==> src/sv/sap1_pkg.sv <==
// Shared types, codes and the microcode store for the 8-bit accumulator CPU step block.
// No dependencies; used by sap1_instruction_step and sap1_checker.
package sap1_pkg;

  localparam int unsigned IN_W    = 16;  // op, address, data packed, padded to bytes
  localparam int unsigned OUT_W   = 24;  // six result fields packed, padded to bytes
  localparam int unsigned UADDR_W = 5;   // microcode address width

  // Item operation codes
  localparam logic [1:0] OP_WRITE   = 2'd0;
  localparam logic [1:0] OP_EXEC    = 2'd1;
  localparam logic [1:0] OP_RESTART = 2'd2;

  // Instruction opcodes (high nibble of an instruction byte)
  localparam logic [3:0] OPC_NOP = 4'd0;
  localparam logic [3:0] OPC_LDA = 4'd1;
  localparam logic [3:0] OPC_ADD = 4'd2;
  localparam logic [3:0] OPC_SUB = 4'd3;
  localparam logic [3:0] OPC_STA = 4'd4;
  localparam logic [3:0] OPC_LDI = 4'd5;
  localparam logic [3:0] OPC_JMP = 4'd6;
  localparam logic [3:0] OPC_JC  = 4'd7;
  localparam logic [3:0] OPC_JZ  = 4'd8;
  localparam logic [3:0] OPC_INC = 4'd9;
  localparam logic [3:0] OPC_DEC = 4'd10;
  localparam logic [3:0] OPC_CMP = 4'd11;
  localparam logic [3:0] OPC_OUT = 4'd14;
  localparam logic [3:0] OPC_HLT = 4'd15;

  // Microcode addresses; per-opcode routines sit at {1, opcode}
  localparam logic [UADDR_W-1:0] U_IDLE    = 5'd0;
  localparam logic [UADDR_W-1:0] U_WRITE   = 5'd1;
  localparam logic [UADDR_W-1:0] U_EXEC    = 5'd2;
  localparam logic [UADDR_W-1:0] U_FETCH   = 5'd3;
  localparam logic [UADDR_W-1:0] U_RESTART = 5'd4;
  localparam logic [UADDR_W-1:0] U_DONE    = 5'd5;

  typedef enum logic [2:0] {
    SEQ_IDLE,   // wait for an input transaction, then dispatch on its op
    SEQ_GOTO,   // jump to target
    SEQ_HALT,   // jump to target when halted, else fall through
    SEQ_OPC,    // dispatch on the opcode just fetched
    SEQ_DONE    // load the result register when free, then go idle
  } seq_t;

  typedef enum logic [1:0] {RD_PC, RD_FETCHED} rd_sel_t;
  typedef enum logic [1:0] {WR_NONE, WR_ITEM, WR_ACC} wr_sel_t;
  typedef enum logic [2:0] {PC_KEEP, PC_INC, PC_JMP, PC_JC, PC_JZ, PC_BACK} pc_op_t;
  typedef enum logic [1:0] {ALU_NONE, ALU_ADD, ALU_SUB} alu_t;
  typedef enum logic {B_MEM, B_NIB} bsel_t;
  typedef enum logic [1:0] {ACC_KEEP, ACC_ALU, ACC_MEM, ACC_NIB} acc_sel_t;

  typedef struct packed {
    seq_t               seq;
    rd_sel_t            rd;
    wr_sel_t            wr;
    logic               ir_ld;
    pc_op_t             pc;
    alu_t               alu;
    bsel_t              bsel;
    acc_sel_t           acc;
    logic               flags_ld;
    logic               oreg_ld;
    logic               halt_set;
    logic               clr;
    logic [UADDR_W-1:0] target;
  } ctrl_t;

  localparam ctrl_t CTRL_IDLE = '{
    seq: SEQ_IDLE, rd: RD_PC, wr: WR_NONE, ir_ld: 1'b0, pc: PC_KEEP, alu: ALU_NONE,
    bsel: B_MEM, acc: ACC_KEEP, flags_ld: 1'b0, oreg_ld: 1'b0, halt_set: 1'b0,
    clr: 1'b0, target: U_IDLE
  };

  // Entry point of the routine for each item operation
  function automatic logic [UADDR_W-1:0] op_entry(input logic [1:0] op);
    logic [UADDR_W-1:0] e;
    unique case (op)
      OP_WRITE:   e = U_WRITE;
      OP_EXEC:    e = U_EXEC;
      OP_RESTART: e = U_RESTART;
      default:    e = U_DONE;
    endcase
    return e;
  endfunction

  // Microcode store: one control word per step
  function automatic ctrl_t ucode_rom(input logic [UADDR_W-1:0] ua);
    ctrl_t c;
    c = CTRL_IDLE;
    if (ua[UADDR_W-1]) begin
      // opcode routines: one step each, then report
      c.seq    = SEQ_GOTO;
      c.target = U_DONE;
      unique case (ua[3:0])
        OPC_LDA: c.acc = ACC_MEM;
        OPC_ADD: begin
          c.alu = ALU_ADD; c.acc = ACC_ALU; c.flags_ld = 1'b1;
        end
        OPC_SUB: begin
          c.alu = ALU_SUB; c.acc = ACC_ALU; c.flags_ld = 1'b1;
        end
        OPC_STA: c.wr = WR_ACC;
        OPC_LDI: c.acc = ACC_NIB;
        OPC_JMP: c.pc = PC_JMP;
        OPC_JC:  c.pc = PC_JC;
        OPC_JZ:  c.pc = PC_JZ;
        OPC_INC: begin
          c.alu = ALU_ADD; c.bsel = B_NIB; c.acc = ACC_ALU; c.flags_ld = 1'b1;
        end
        OPC_DEC: begin
          c.alu = ALU_SUB; c.bsel = B_NIB; c.acc = ACC_ALU; c.flags_ld = 1'b1;
        end
        OPC_CMP: begin
          c.alu = ALU_SUB; c.flags_ld = 1'b1;
        end
        OPC_OUT: c.oreg_ld = 1'b1;
        OPC_HLT: begin
          c.pc = PC_BACK; c.halt_set = 1'b1;
        end
        default: ;  // NOP and the unused opcodes
      endcase
    end else begin
      unique case (ua)
        U_IDLE: c.seq = SEQ_IDLE;
        U_WRITE: begin
          c.seq = SEQ_GOTO; c.wr = WR_ITEM; c.target = U_DONE;
        end
        U_EXEC: begin
          c.seq = SEQ_HALT; c.rd = RD_PC; c.target = U_DONE;
        end
        U_FETCH: begin
          c.seq = SEQ_OPC; c.ir_ld = 1'b1; c.pc = PC_INC; c.rd = RD_FETCHED;
        end
        U_RESTART: begin
          c.seq = SEQ_GOTO; c.clr = 1'b1; c.target = U_DONE;
        end
        U_DONE: c.seq = SEQ_DONE;
        default: begin
          c.seq = SEQ_GOTO; c.target = U_IDLE;
        end
      endcase
    end
    return c;
  endfunction

endpackage

==> src/sv/sap1_instruction_step.sv <==
// Top level of the 8-bit accumulator CPU step block: microcode sequencer, datapath, memory.
// Depends on sap1_pkg for control word types, codes and the microcode store.
//
// One input transaction either writes a byte into the 16-byte program memory, executes one
// instruction, or restarts the CPU (registers and flags cleared, memory kept); each produces
// exactly one result transaction with the accumulator, output register, program counter and
// the carry, zero and halted flags. A microcode sequencer steps through a small control store.
// An instruction runs the steps idle/accept, halt check and fetch issue, instruction latch and
// operand read, execute, report; fetch and operand read are separate steps since the single read
// port of the program memory serves them in turn. A memory write or restart runs idle, its own
// step and report; an execute while halted goes from halt check to report, an unknown op from
// idle to report. The next input is accepted as soon as the sequencer is back in its idle step,
// even while the previous result still waits in the output register.
module sap1_instruction_step (
  input  logic                      clk,
  input  logic                      rst_n,
  input  logic                      in_tvalid,
  output logic                      in_tready,
  input  logic [sap1_pkg::IN_W-1:0] in_tdata,   // op[1:0], address[5:2], data[13:6], zero pad
  output logic                      out_tvalid,
  input  logic                      out_tready,
  output logic [sap1_pkg::OUT_W-1:0] out_tdata  // accumulator[7:0], output_value[15:8],
                                                // program_counter[19:16], carry[20],
                                                // zero[21], halted[22], zero pad
);
  import sap1_pkg::*;

  // sequencer
  logic [UADDR_W-1:0] upc_r, upc_nxt;
  ctrl_t              cw;

  // captured item payload
  logic [3:0] item_addr_r;
  logic [7:0] item_data_r;

  // program memory and its registered read port
  logic [7:0] mem [16];
  logic [7:0] rdata_r;
  logic [3:0] rd_addr;
  logic       mem_we;
  logic [3:0] wr_addr;
  logic [7:0] wr_data;

  // architectural state
  logic [7:0] ir_r;
  logic [7:0] acc_r, acc_nxt;
  logic [7:0] oreg_r, oreg_nxt;
  logic [3:0] pc_r, pc_nxt;
  logic       c_r, c_nxt;
  logic       z_r, z_nxt;
  logic       halt_r, halt_nxt;

  // ALU
  logic [7:0] alu_b;
  logic [8:0] sum9;
  logic [8:0] dif9;
  logic [7:0] alu_res;
  logic       alu_c;

  // result register
  logic                 out_valid_r, out_valid_nxt;
  logic [OUT_W-1:0]     out_data_r;
  logic                 out_free;
  logic                 out_ld;
  logic                 in_acc;

  assign cw        = ucode_rom(upc_r);
  assign in_tready = (cw.seq == SEQ_IDLE);
  assign in_acc    = in_tvalid && in_tready;
  assign out_free  = !out_valid_r || out_tready;
  assign out_ld    = (cw.seq == SEQ_DONE) && out_free;

  assign out_tvalid = out_valid_r;
  assign out_tdata  = out_data_r;

  // Next microcode address
  always_comb begin
    unique case (cw.seq)
      SEQ_IDLE: upc_nxt = in_acc ? op_entry(in_tdata[1:0]) : upc_r;
      SEQ_GOTO: upc_nxt = cw.target;
      SEQ_HALT: upc_nxt = halt_r ? cw.target : upc_r + UADDR_W'(1);
      SEQ_OPC:  upc_nxt = {1'b1, rdata_r[7:4]};      // dispatch on the fetched opcode
      SEQ_DONE: upc_nxt = out_free ? U_IDLE : upc_r; // hold until the result slot frees
      default:  upc_nxt = U_IDLE;
    endcase
  end

  // Memory port selection: fetch at PC, operand at the low nibble of the fetched byte
  always_comb begin
    unique case (cw.rd)
      RD_FETCHED: rd_addr = rdata_r[3:0];
      default:    rd_addr = pc_r;
    endcase
    mem_we = (cw.wr != WR_NONE);
    if (cw.wr == WR_ITEM) begin
      wr_addr = item_addr_r;
      wr_data = item_data_r;
    end else begin
      wr_addr = ir_r[3:0];
      wr_data = acc_r;
    end
  end

  always_ff @(posedge clk) begin
    if (mem_we) begin
      mem[wr_addr] <= wr_data;
    end
    rdata_r <= mem[rd_addr];
  end

  // ALU: 9-bit add and subtract; subtract carry means no borrow
  always_comb begin
    alu_b = (cw.bsel == B_MEM) ? rdata_r : {4'b0000, ir_r[3:0]};
    sum9  = {1'b0, acc_r} + {1'b0, alu_b};
    dif9  = {1'b0, acc_r} - {1'b0, alu_b};
    unique case (cw.alu)
      ALU_ADD: begin
        alu_res = sum9[7:0];
        alu_c   = sum9[8];
      end
      ALU_SUB: begin
        alu_res = dif9[7:0];
        alu_c   = !dif9[8];
      end
      default: begin
        alu_res = acc_r;
        alu_c   = c_r;
      end
    endcase
  end

  // Register updates driven by the control word
  always_comb begin
    acc_nxt  = acc_r;
    oreg_nxt = oreg_r;
    pc_nxt   = pc_r;
    c_nxt    = c_r;
    z_nxt    = z_r;
    halt_nxt = halt_r;

    unique case (cw.acc)
      ACC_ALU: acc_nxt = alu_res;
      ACC_MEM: acc_nxt = rdata_r;
      ACC_NIB: acc_nxt = {4'b0000, ir_r[3:0]};
      default: ;
    endcase

    if (cw.flags_ld) begin
      c_nxt = alu_c;
      z_nxt = (alu_res == 8'h00);
    end

    if (cw.oreg_ld) begin
      oreg_nxt = acc_r;
    end

    unique case (cw.pc)
      PC_INC:  pc_nxt = pc_r + 4'd1;
      PC_JMP:  pc_nxt = ir_r[3:0];
      PC_JC:   pc_nxt = c_r ? ir_r[3:0] : pc_r;
      PC_JZ:   pc_nxt = z_r ? ir_r[3:0] : pc_r;
      PC_BACK: pc_nxt = pc_r - 4'd1;  // park on the halt address
      default: ;
    endcase

    if (cw.halt_set) begin
      halt_nxt = 1'b1;
    end

    // restart: clear registers and flags, memory is kept
    if (cw.clr) begin
      acc_nxt  = '0;
      oreg_nxt = '0;
      pc_nxt   = '0;
      c_nxt    = 1'b0;
      z_nxt    = 1'b0;
      halt_nxt = 1'b0;
    end

    // result slot: fill on report, drain on a completed output transaction
    if (out_ld) begin
      out_valid_nxt = 1'b1;
    end else if (out_tready) begin
      out_valid_nxt = 1'b0;
    end else begin
      out_valid_nxt = out_valid_r;
    end
  end

  // Control and architectural state
  always_ff @(posedge clk) begin
    if (!rst_n) begin
      upc_r       <= U_IDLE;
      out_valid_r <= 1'b0;
      acc_r       <= '0;
      oreg_r      <= '0;
      pc_r        <= '0;
      c_r         <= 1'b0;
      z_r         <= 1'b0;
      halt_r      <= 1'b0;
    end else begin
      upc_r       <= upc_nxt;
      out_valid_r <= out_valid_nxt;
      acc_r       <= acc_nxt;
      oreg_r      <= oreg_nxt;
      pc_r        <= pc_nxt;
      c_r         <= c_nxt;
      z_r         <= z_nxt;
      halt_r      <= halt_nxt;
    end
  end

  // Payload registers: no reset
  always_ff @(posedge clk) begin
    if (in_acc) begin
      item_addr_r <= in_tdata[5:2];
      item_data_r <= in_tdata[13:6];
    end
    if (cw.ir_ld) begin
      ir_r <= rdata_r;
    end
    if (out_ld) begin
      out_data_r <= {1'b0, halt_r, z_r, c_r, pc_r, oreg_r, acc_r};
    end
  end

endmodule

==> config.mk <==
export PLATFORM = sky130hd
export DESIGN_NAME = sap1_instruction_step
export DESIGN_NICKNAME = d
export VERILOG_FILES = /design/src/sv/sap1_pkg.sv /design/src/sv/sap1_instruction_step.sv
export SDC_FILE = /design/constraint.sdc
export NUM_CORES = 1
export LEC_CHECK = 0
export BUFFER_PORTS_ARGS = -buffer_cell sky130_fd_sc_hd__buf_2
export CAP_MARGIN = 5
export CORE_MARGIN = 2
export CORE_UTILIZATION = 29
export DETAILED_ROUTE_END_ITERATION = 8
export SYNTH_ARGS = -nofsm -noshare
export SYNTH_HDL_FRONTEND = slang
export SYNTH_SLANG_ARGS = --single-unit
==> constraint.sdc <==
create_clock -name clk -period 4.4 [get_ports clk]
set_input_delay 0.66 -clock clk [delete_from_list [all_inputs] [get_ports clk]]
set_output_delay 0.66 -clock clk [all_outputs]
set_load 0.005 [all_outputs]
==> impl_metrics.json, run 1 <==
{
  "worstReg2RegStart": "upc_r[0]",
  "drt-initial-drc-count": 514,
  "leakagePower_uw": 0.003906,
  "synth_compound_area_share_pct": 10.89,
  "dp_hpwl_mm": 14.94,
  "grt_pass1_vias": 5956,
  "min_period_over_period_pct": 87.86,
  "synth_top_area_share_pct": 53.56,
  "grt_max_degree": 25,
  "diodes": 0,
  "die-area_sq_um": 33740,
  "synth_xor_area_share_pct": 0.3742,
  "synth_top_family_by_area": "simple AND/OR/NAND/NOR gates",
  "yosysUniqueCellTypes": 63,
  "fillers": 3075,
  "cts_resized": 0,
  "synth_edf_count": 167,
  "layout.cells.most_common": "edfxtp_1",
  "multi_input_area_sq_um": 3292,
  "portBuffers": 42,
  "drt_wl_total_mm": 21.89,
  "arrival_ps": 4290,
  "start_util_pct": 29.59,
  "grt_overflow": 0,
  "cts-buffers-inserted": 22,
  "grt.total_usage_pct": 12.81,
  "first_pass_iters": 6,
  "cp-end-kind": "flop",
  "die_x_um": 183.7,
  "synth_seq_cells": 204,
  "crit_path_start": "upc_r[0]",
  "fin_skew_ps": 6.901,
  "dieHeight_um": 183.7,
  "synth-simple-area-share_pct": 13.68,
  "layout_common_cells": "edfxtp_1 (167), nand2_1 (145), nor2_1 (63), buf_2 (42)",
  "cap_violations": 0,
  "path_class": "flop to flop",
  "postCtsHoldBufs": 0,
  "synth_top_area_cell": "edfxtp_1",
  "postRouteAntennaNets": 0,
  "postSynthAreaPerCell_sq_um": 11.90,
  "cts.sinks": 204,
  "ys_warn_count": 0,
  "power.density_nw_per_um2": 537.1,
  "clockRootBuffer": "clkbuf_16",
  "grt_antenna_before_repair": 0,
  "cp-start-kind": "flop",
  "avgViaCountPerCell": 5.010,
  "min_path_type": "input pin to flop",
  "cts_tree": "yes",
  "met3_usage_pct": 2.040,
  "gr-max-usage-layer": "met2",
  "grt_use_met2_pct": 21.21,
  "worst_pin_slew_ps": 1237,
  "async_reset_ff_share_pct": 0,
  "final-seq-area_sq_um": 5756,
  "drive_gt1_share_pct": 14.27,
  "rows": 65,
  "area_delta_synth_final_pct": 14.23,
  "ys_top_cells_by_area": "edfxtp_1 (54%), dfxtp_1 (7.9%), nand2_1 (5.8%)",
  "synth_mux_area_share_pct": 5.492,
  "vias": 6228,
  "relSlewSlack_pct": 16.96,
  "post_cts_buffers": 0,
  "syn_inst": 787,
  "grt_setup_unrepaired": "no",
  "syn_area_sq_um": 9363,
  "finalPower_uw": 5745,
  "outcome": "complete, no violations",
  "hold_viol": 0,
  "synthAdderAreaFrac_pct": 4.651,
  "drcViolationCount": 0,
  "core_sq_um": 31640,
  "h-tree-depth": 1,
  "syn_nets": 840,
  "fmax_mhz": 258.7,
  "required_ps": 4820,
  "vdd.ir_drop.worst_v": 0.0002917,
  "nets": 878,
  "fin_setup_tns_ps": 0,
  "cts.reportedPaths.clkPinSlew_ps": 60,
  "min_path_cells": 1,
  "ys_seq_area_share_pct": 61.47,
  "clk-insertion-delay-late_ps": 520,
  "ios": 46,
  "grt_first_pass_wirelength_mm": 33.50,
  "finalCriticalPeriod_ps": 3866,
  "finalWeightedCongestion": 0.8702,
  "reg2reg_depth": 12,
  "hold_path_startpoint": "in_tdata[6]",
  "path_max_fanout": 10,
  "cts_buffer_depth": 3,
  "setup_viol_count_final": 0,
  "ys.flop_type": "edfxtp_1",
  "use_met1_pct": 17.45,
  "slew_viol_final": 0,
  "wl_per_cell_um": 17.61
}
==> metal layers <==
metal	wire length [um]	vias to the layer above
met4	495	0
met2	10130	195
met3	1180	32
met5	0	-
met1	10090	3050
li1	-	2951
==> report_power, final <==
| part | switching, uW | total, uW | internal [uW] |
|---|---|---|---|
| combinational | 972 | 1430 | 455 |
| clock | 780 | 1830 | 1050 |
| sequential | 116 | 2490 | 2370 |
| total | 1870 | 5740 | 3880 |
==> metrics by stage <==
step	hold WS (ps)	std cells	instance area [sq um]	setup WS [ps]	utilization, %
after global placement	415.0	1203	9967	606.3	31.50
after floorplan	408.1	787	9363	873.3	-
after CTS	299.3	1243	10700	528.5	33.81
after global routing	297.5	1243	10700	315.7	33.81
after detailed placement	415.6	1203	9967	560.7	31.50
final	314.9	1243	10700	534.1	33.81
==> cell families (layout without fill, tap and decap cells) <==
| logic type | count (synthesis) | after routing |
|---|---|---|
| simple gates | 290 | 290 |
| flops | 204 | 204 |
| compound gates | 151 | 151 |
| buf+inv | 72 | 126 |
| fa+ha+maj | 33 | 33 |
| mux | 32 | 32 |
| xor+xnor | 4 | 4 |
| other cells | 1 | 1 |
==> registers in the layout, summed over array words and instances, names as in the netlist, 4 cells and up <==
| name | count |
|---|---|
| acc_r | 8 |
| ir_r | 4 |
| item_addr_r | 4 |
| item_data_r | 8 |
| mem | 128 |
| oreg_r | 8 |
| out_tdata | 23 |
| pc_r | 4 |
| rdata_r | 8 |
| upc_r | 5 |
==> Yosys cell counts, types with 4 or more instances <==
| library cell | n |
|---|---|
| a211oi_1 | 6 |
| nand2b_1 | 9 |
| nor4_1 | 5 |
| and3_1 | 4 |
| a22oi_1 | 9 |
| and2_1 | 6 |
| buf_2 | 5 |
| a31oi_1 | 17 |
| a221oi_1 | 5 |
| buf_4 | 5 |
| o21ai_0 | 25 |
| mux4_2 | 15 |
| mux2_2 | 5 |
| edfxtp_1 | 167 |
| a32oi_1 | 8 |
| nand2_1 | 145 |
| nand3_1 | 22 |
| dfxtp_1 | 37 |
| mux2i_1 | 12 |
| nor3_1 | 7 |
| nor2_1 | 63 |
| o211ai_1 | 5 |
| nor2b_1 | 14 |
| ha_1 | 30 |
| inv_1 | 33 |
| clkbuf_1 | 25 |
| a21oi_1 | 37 |
==> critical path: stages (launching register included) <==
cell and delay (ps):
dfxtp_1 360, inv_1 90, ha_1 320, o211ai_1 430, mux2_2 440, ha_1 310, or2_2 280, a221oi_1 460
o21ai_0 200, xor2_1 160, o221ai_1 170, a211o_1 330, o32ai_1 220
==> path summary, 6_finish.rpt <==
kind | endpoint | slack (ps)
setup reg to reg | z_r | 530
hold reg to reg | out_tdata[13] | 430
setup / recovery | z_r | 530
hold / removal | item_data_r[0] | 310
==> layout make-up <==
| cell class | instances | area share, % |
|---|---|---|
| flip-flops and latches | 204 | 53.81 |
| clock buffers | 24 | 5.218 |
| multi-input cells | 511 | 30.78 |
| inverters | 33 | 1.158 |
| well taps | 402 | 4.703 |
| clock inverters | 16 | 1.591 |
| repair buffers | 53 | 2.737 |
Note: power is estimated with default switching activity, not from simulation.
==> inputs of run 2 (changes only) <==
--- a/config.mk
+++ b/config.mk
@@ -5,11 +5,12 @@
 export SDC_FILE = /design/constraint.sdc
 export NUM_CORES = 1
 export LEC_CHECK = 0
-export BUFFER_PORTS_ARGS = -buffer_cell sky130_fd_sc_hd__buf_2
+export BUFFER_PORTS_ARGS = -buffer_cell sky130_fd_sc_hd__buf_4
 export CAP_MARGIN = 5
 export CORE_MARGIN = 2
-export CORE_UTILIZATION = 29
+export CORE_UTILIZATION = 42
 export DETAILED_ROUTE_END_ITERATION = 8
+export SKIP_CTS_REPAIR_TIMING = 1
 export SYNTH_ARGS = -nofsm -noshare
 export SYNTH_HDL_FRONTEND = slang
 export SYNTH_SLANG_ARGS = --single-unit
==> impl_metrics.json, run 2 (synthesis results as in run 1) <==
{
  "clk-insertion-delay-late_ps": 510,
  "die-area_sq_um": 23500,
  "grt_antenna_before_repair": 0,
  "layout_common_cells": "edfxtp_1 (167), nand2_1 (145), nor2_1 (63), buf_4 (57)",
  "setup_viol_count_final": 0,
  "intPower_uw": 4019,
  "leakagePower_uw": 0.003965,
  "cts.sinks": 204,
  "drcViolationCount": 0,
  "cap_violations": 0,
  "r2r-end": "z_r",
  "fin_skew_ps": 11.66,
  "finalWeightedCongestion": 0.8807,
  "holdWs_ps": 327.5,
  "path_max_fanout": 5,
  "power.density_nw_per_um2": 545.3,
  "drt_wl_total_mm": 21.25,
  "worstReg2RegStart": "upc_r[0]",
  "grt_pass1_vias": 5899,
  "drive_gt1_share_pct": 13.96,
  "vias": 6111,
  "p_seq_share_pct": 42.7,
  "nets": 883,
  "fmax_mhz": 264.1,
  "cts.reportedPaths.clkPinSlew_ps": 60,
  "hold_viol": 0,
  "clockRootBuffer": "clkbuf_16",
  "dp_hpwl_mm": 14.50,
  "ios": 46,
  "portBuffers": 42,
  "p_switching_uw": 1816,
  "wl_per_cell_um": 18.89,
  "finalCriticalPeriod_ps": 3786,
  "area_delta_synth_final_pct": 14.29,
  "dieHeight_um": 153.3,
  "avgViaCountPerCell": 5.432,
  "start_util_pct": 42.90,
  "required_ps": 4820,
  "final_util_pct": 49.03,
  "core_sq_um": 21820,
  "reg2reg_depth": 12,
  "min_period_over_period_pct": 86.05,
  "layout.cells.most_common": "edfxtp_1",
  "fin_setup_tns_ps": 0,
  "worst_pin_slew_ps": 1270,
  "slew_viol_final": 0,
  "largest_reg_flops": 128,
  "finalPower_uw": 5835,
  "largest-register": "mem",
  "preCtsSetupSlack_ps": 589.6,
  "clkPwrFrac_pct": 32.5,
  "reg2reg_setup_slack_ps": 610,
  "first_pass_iters": 6,
  "arrival_ps": 4200,
  "worst_slack_ps": 613.6,
  "cts_buffer_depth": 3,
  "p_comb_share_pct": 24.8,
  "outcome": "complete, no violations",
  "min_path_type": "input pin to flop",
  "fillers": 1971,
  "switching_share_pct": 31.12,
  "grt_first_pass_wirelength_mm": 33.60,
  "path_class": "flop to flop",
  "grt_max_degree": 25,
  "postRouteAntennaNets": 0,
  "drt-initial-drc-count": 618,
  "endpoint": "z_r",
  "crit_path_start": "upc_r[0]",
  "diodes": 0,
  "rows": 54,
  "cts-buffers-inserted": 23,
  "cp-end-kind": "flop",
  "relSlewSlack_pct": 14.78,
  "h-tree-depth": 1,
  "die_x_um": 153.3,
  "grt_setup_unrepaired": "no",
  "grt.total_usage_pct": 18.23,
  "vdd.ir_drop.worst_v": 0.0003679,
  "cp-start-kind": "flop",
  "cts_tree": "yes",
  "grt_overflow": 0
}
run 2: metal layers:
layer | share of wire (%) | up-vias | global-route usage (%)
met4 | 3.8 | 0 | 6.702
li1 | - | 2969 | -
met5 | 0 | - | 0
met2 | 46 | 167 | 28.61
met1 | 45 | 2928 | 25.75
met3 | 5.5 | 47 | 2.892
run 2: power by group through the flow:
stage	combinational (uW)	sequential, uW	clock (uW)
finish	1450	2490	1900
global route	1610	2510	2010
CTS	1450	2490	1930
detailed placement	1450	2530	0
global placement	1430	2530	0
floorplan	1020	2470	0
run 2: how the worst min path moves through the flow:
| stage | slack (ps) | start | to | depth (start not counted) |
|---|---|---|---|---|
| 2_1_floorplan | 410 | oreg_r[2] | out_tdata[10] | 0 |
| 3_3_place_gp | 420 | oreg_r[6] | out_tdata[14] | 0 |
| 3_5_place_dp | 420 | oreg_r[6] | out_tdata[14] | 0 |
| 4_1_cts | 310 | in_tdata[3] | item_addr_r[1] | 1 |
| 5_1_grt | 310 | in_tdata[13] | item_data_r[7] | 1 |
| 6_report | 330 | in_tdata[13] | item_data_r[7] | 1 |
run 2: cell type report:
type | count | area (sq um) | share of cell area, %
Clock inverter | 12 | 135.1 | 1.263
Timing Repair Buffer | 57 | 427.9 | 3.999
Tap cell | 280 | 350.3 | 3.274
Clock buffer | 28 | 615.6 | 5.753
Multi-Input combinational cell | 511 | 3292 | 30.76
Inverter | 33 | 123.9 | 1.158
Sequential cell | 204 | 5756 | 53.79
run 2: per-stage QoR:
step / std cells / area [sq um]
6_report: 1125 / 10700
5_1_grt: 1125 / 10700
4_1_cts: 1125 / 10700
3_5_place_dp: 1085 / 9950
3_3_place_gp: 1085 / 9950
2_1_floorplan: 787 / 9363
run 2: critical path, cell delays in order, from the launching register on:
cell      delay, ps
dfxtp_1         360
inv_1           100
ha_1            220
o211ai_1        470
mux2_2          440
ha_1            310
or2_2           280
a221oi_1        450
o21ai_0         210
xor2_1          170
o221ai_1        180
a211o_1         310
o32ai_1         200
==> inputs of run 3 (changes only) <==
--- a/config.mk
+++ b/config.mk
@@ -5,8 +5,8 @@
 export SDC_FILE = /design/constraint.sdc
 export NUM_CORES = 1
 export LEC_CHECK = 0
+export ABC_AREA = 1
 export BUFFER_PORTS_ARGS = -buffer_cell sky130_fd_sc_hd__buf_4
-export CAP_MARGIN = 5
 export CORE_MARGIN = 2
 export CORE_UTILIZATION = 42
 export DETAILED_ROUTE_END_ITERATION = 8
==> impl_metrics.json, run 3 <==
{
  "cts_tree": "yes",
  "clkPwrFrac_pct": 37.1,
  "portBuffers": 42,
  "grt_max_degree": 67,
  "switching_share_pct": 28.91,
  "async_reset_ff_share_pct": 0,
  "leakagePower_uw": 0.004219,
  "fin_skew_ps": 7.129,
  "drcViolationCount": 0,
  "reg2reg_depth": 19,
  "fmax_mhz": 291.9,
  "synth_top_area_cell": "edfxtp_1",
  "cap_violations": 0,
  "grt_setup_unrepaired": "no",
  "vdd.ir_drop.worst_v": 0.0003649,
  "dp_hpwl_mm": 14.87,
  "min_to": "item_data_r[2]",
  "first_pass_iters": 5,
  "cts_buffer_depth": 3,
  "p_comb_share_pct": 18.1,
  "cts.reportedPaths.clkPinSlew_ps": 60,
  "fin_setup_tns_ps": 0,
  "finalPower_uw": 5444,
  "min_path_type": "input pin to flop",
  "required_ps": 4850,
  "arrival_ps": 3870,
  "intPower_uw": 3870,
  "finalWeightedCongestion": 0.8675,
  "hold_viol": 0,
  "synth_seq_cells": 204,
  "diodes": 0,
  "worst_pin_slew_ps": 1090,
  "synth.most_common_cell": "edfxtp_1",
  "crit_family": "simple AND/OR/NAND/NOR gates",
  "avgViaCountPerCell": 5.238,
  "reg2reg_setup_slack_ps": 970,
  "cp_slowest_cell": "fa_1",
  "die-area_sq_um": 24020,
  "vias": 6679,
  "min_path_cells": 1,
  "layout_common_cells": "edfxtp_1 (167), nand2_1 (128), inv_1 (102), nor2_1 (101), o21ai_0 (77)",
  "dieHeight_um": 155.0,
  "worstReg2RegStart": "upc_r[0]",
  "hold_path_startpoint": "in_tdata[8]",
  "h-tree-depth": 1,
  "place_inst": 1233,
  "start_util_pct": 42.55,
  "ys.flop_type": "edfxtp_1",
  "core_sq_um": 22500,
  "outcome": "complete, no violations",
  "layout.cells.most_common": "edfxtp_1",
  "crit_top_cell": "nand2_1",
  "drt-initial-drc-count": 578,
  "cts.sinks": 204,
  "grt.total_usage_pct": 18.58,
  "slew_viol_final": 0,
  "worst-path-buf-inv": 4,
  "area_delta_synth_final_pct": 13.98,
  "postSynthAreaPerCell_sq_um": 10.31,
  "power.density_nw_per_um2": 498.8,
  "p_seq_share_pct": 44.8,
  "min_period_over_period_pct": 77.86,
  "drt_wl_total_mm": 22.25,
  "synth_edf_count": 167,
  "grt_antenna_before_repair": 0,
  "setup_viol_count_final": 0,
  "wl_per_cell_um": 17.45,
  "cp-end-kind": "flop",
  "p_switching_uw": 1574,
  "ys_warn_count": 0,
  "r2r-end": "z_r",
  "path_max_fanout": 9,
  "nets": 1026,
  "grt_pass1_vias": 6211,
  "path_class": "flop to flop",
  "postRouteAntennaNets": 0,
  "ios": 46,
  "synth_top_cells_by_count": "edfxtp_1 (167), nand2_1 (128), inv_1 (102), nor2_1 (102), o21ai_0 (77)",
  "critical_path.cell_chain": "inv_1 > ha_1 > o21ai_0 > nor2_1 > inv_1 > o21ai_0 > inv_1 > fa_1 > inv_1 > nand2_1 > nand2_1 > nand4_1 > nand2_1 > nand2_1 > nand3_1 > nand3_1 > nand2_1 > nand3_1 > a21oi_1",
  "grt_first_pass_wirelength_mm": 34.96,
  "finalCriticalPeriod_ps": 3426,
  "syn_inst": 929,
  "yosysUniqueCellTypes": 36,
  "stdcell_count": 1275,
  "relSlewSlack_pct": 27.24,
  "die_x_um": 155.0,
  "preCtsSetupSlack_ps": 1015,
  "drive_gt1_share_pct": 12.12,
  "syn_area_sq_um": 9574,
  "ys_top_cells_by_area": "edfxtp_1 (52%), dfxtp_1 (7.7%), nand2_1 (5.0%)",
  "grt_overflow": 0,
  "clockRootBuffer": "clkbuf_16",
  "clk-insertion-delay-late_ps": 520,
  "rows": 55,
  "synth_top_area_share_pct": 52.38,
  "cp-start-kind": "flop",
  "worst_slack_ps": 973.9,
  "largest_reg_flops": 128,
  "cts-buffers-inserted": 23,
  "syn_nets": 982,
  "max_stage_delay_ps": 430,
  "largest-register": "mem",
  "ys_seq_area_share_pct": 60.12
}
## run 3: kinds of logic after synthesis
logic type               after synthesis  synth area share, %
adder cells (fa/ha/maj)               33                4.548
flip-flops                           204                60.12
buffers and inverters                142                6.534
other                                  1              0.03917
AO/OA/AOI/OAI                        225                13.84
XOR/XNOR                               3               0.2745
AND/OR/NAND/NOR                      321                14.65
## run 3: worst max path at each step
stage             start  end  slack (ps)  depth (start not counted)
2_1_floorplan  upc_r[0]  z_r        1550                         18
3_3_place_gp   upc_r[0]  c_r        1060                         18
3_5_place_dp   upc_r[0]  z_r        1020                         19
4_1_cts        upc_r[0]  z_r         990                         19
5_1_grt        upc_r[0]  c_r         590                         19
6_report       upc_r[0]  z_r         970                         19
## run 3: layout make-up
cell class	instances	area (sq um)
clock buffers	29	608.1
clock inverters	13	188.9
fillers	2087	11590
inverters	108	405.4
multi-input cells	583	3201
flip-flops and latches	204	5756
well taps	285	356.6
repair buffers	53	397.9
## run 3: stage by stage
stage / utilization [%] / cell area (sq um) / hold WS [ps]
floorplan: - / 9574 / 409.0
global placement: 44.95 / 10120 / 416.0
detailed placement: 44.95 / 10120 / 419.1
CTS: 48.50 / 10910 / 287.8
global route: 48.50 / 10910 / 287.3
finish: 48.50 / 10910 / 310.4
## run 3: power by group through the flow
stage | registers (uW) | logic [uW] | clock network (uW)
after floorplan | 2450 | 654 | 0
after global placement | 2480 | 981 | 0
after detailed placement | 2480 | 994 | 0
after CTS | 2440 | 997 | 2060
after global routing | 2450 | 1110 | 2120
final | 2440 | 986 | 2020
## run 3: worst register-to-register path: stages (launching register included)
cell	delay, ps
dfxtp_1	350
inv_1	90
ha_1	260
o21ai_0	180
nor2_1	240
inv_1	210
o21ai_0	410
inv_1	150
fa_1	430
inv_1	70
nand2_1	70
nand2_1	110
nand4_1	140
nand2_1	100
nand2_1	70
nand3_1	70
nand3_1	100
nand2_1	80
nand3_1	80
a21oi_1	120
## run 3: layer usage
metal	wire length [um]	global-route usage [%]	vias up	part of all wire, %
met5	0	0	-	0
met4	558	5.335	0	2.5
met3	1357	3.148	35	6.1
met2	10230	29.48	200	46
met1	10100	26.39	3132	45
li1	-	-	3312	-
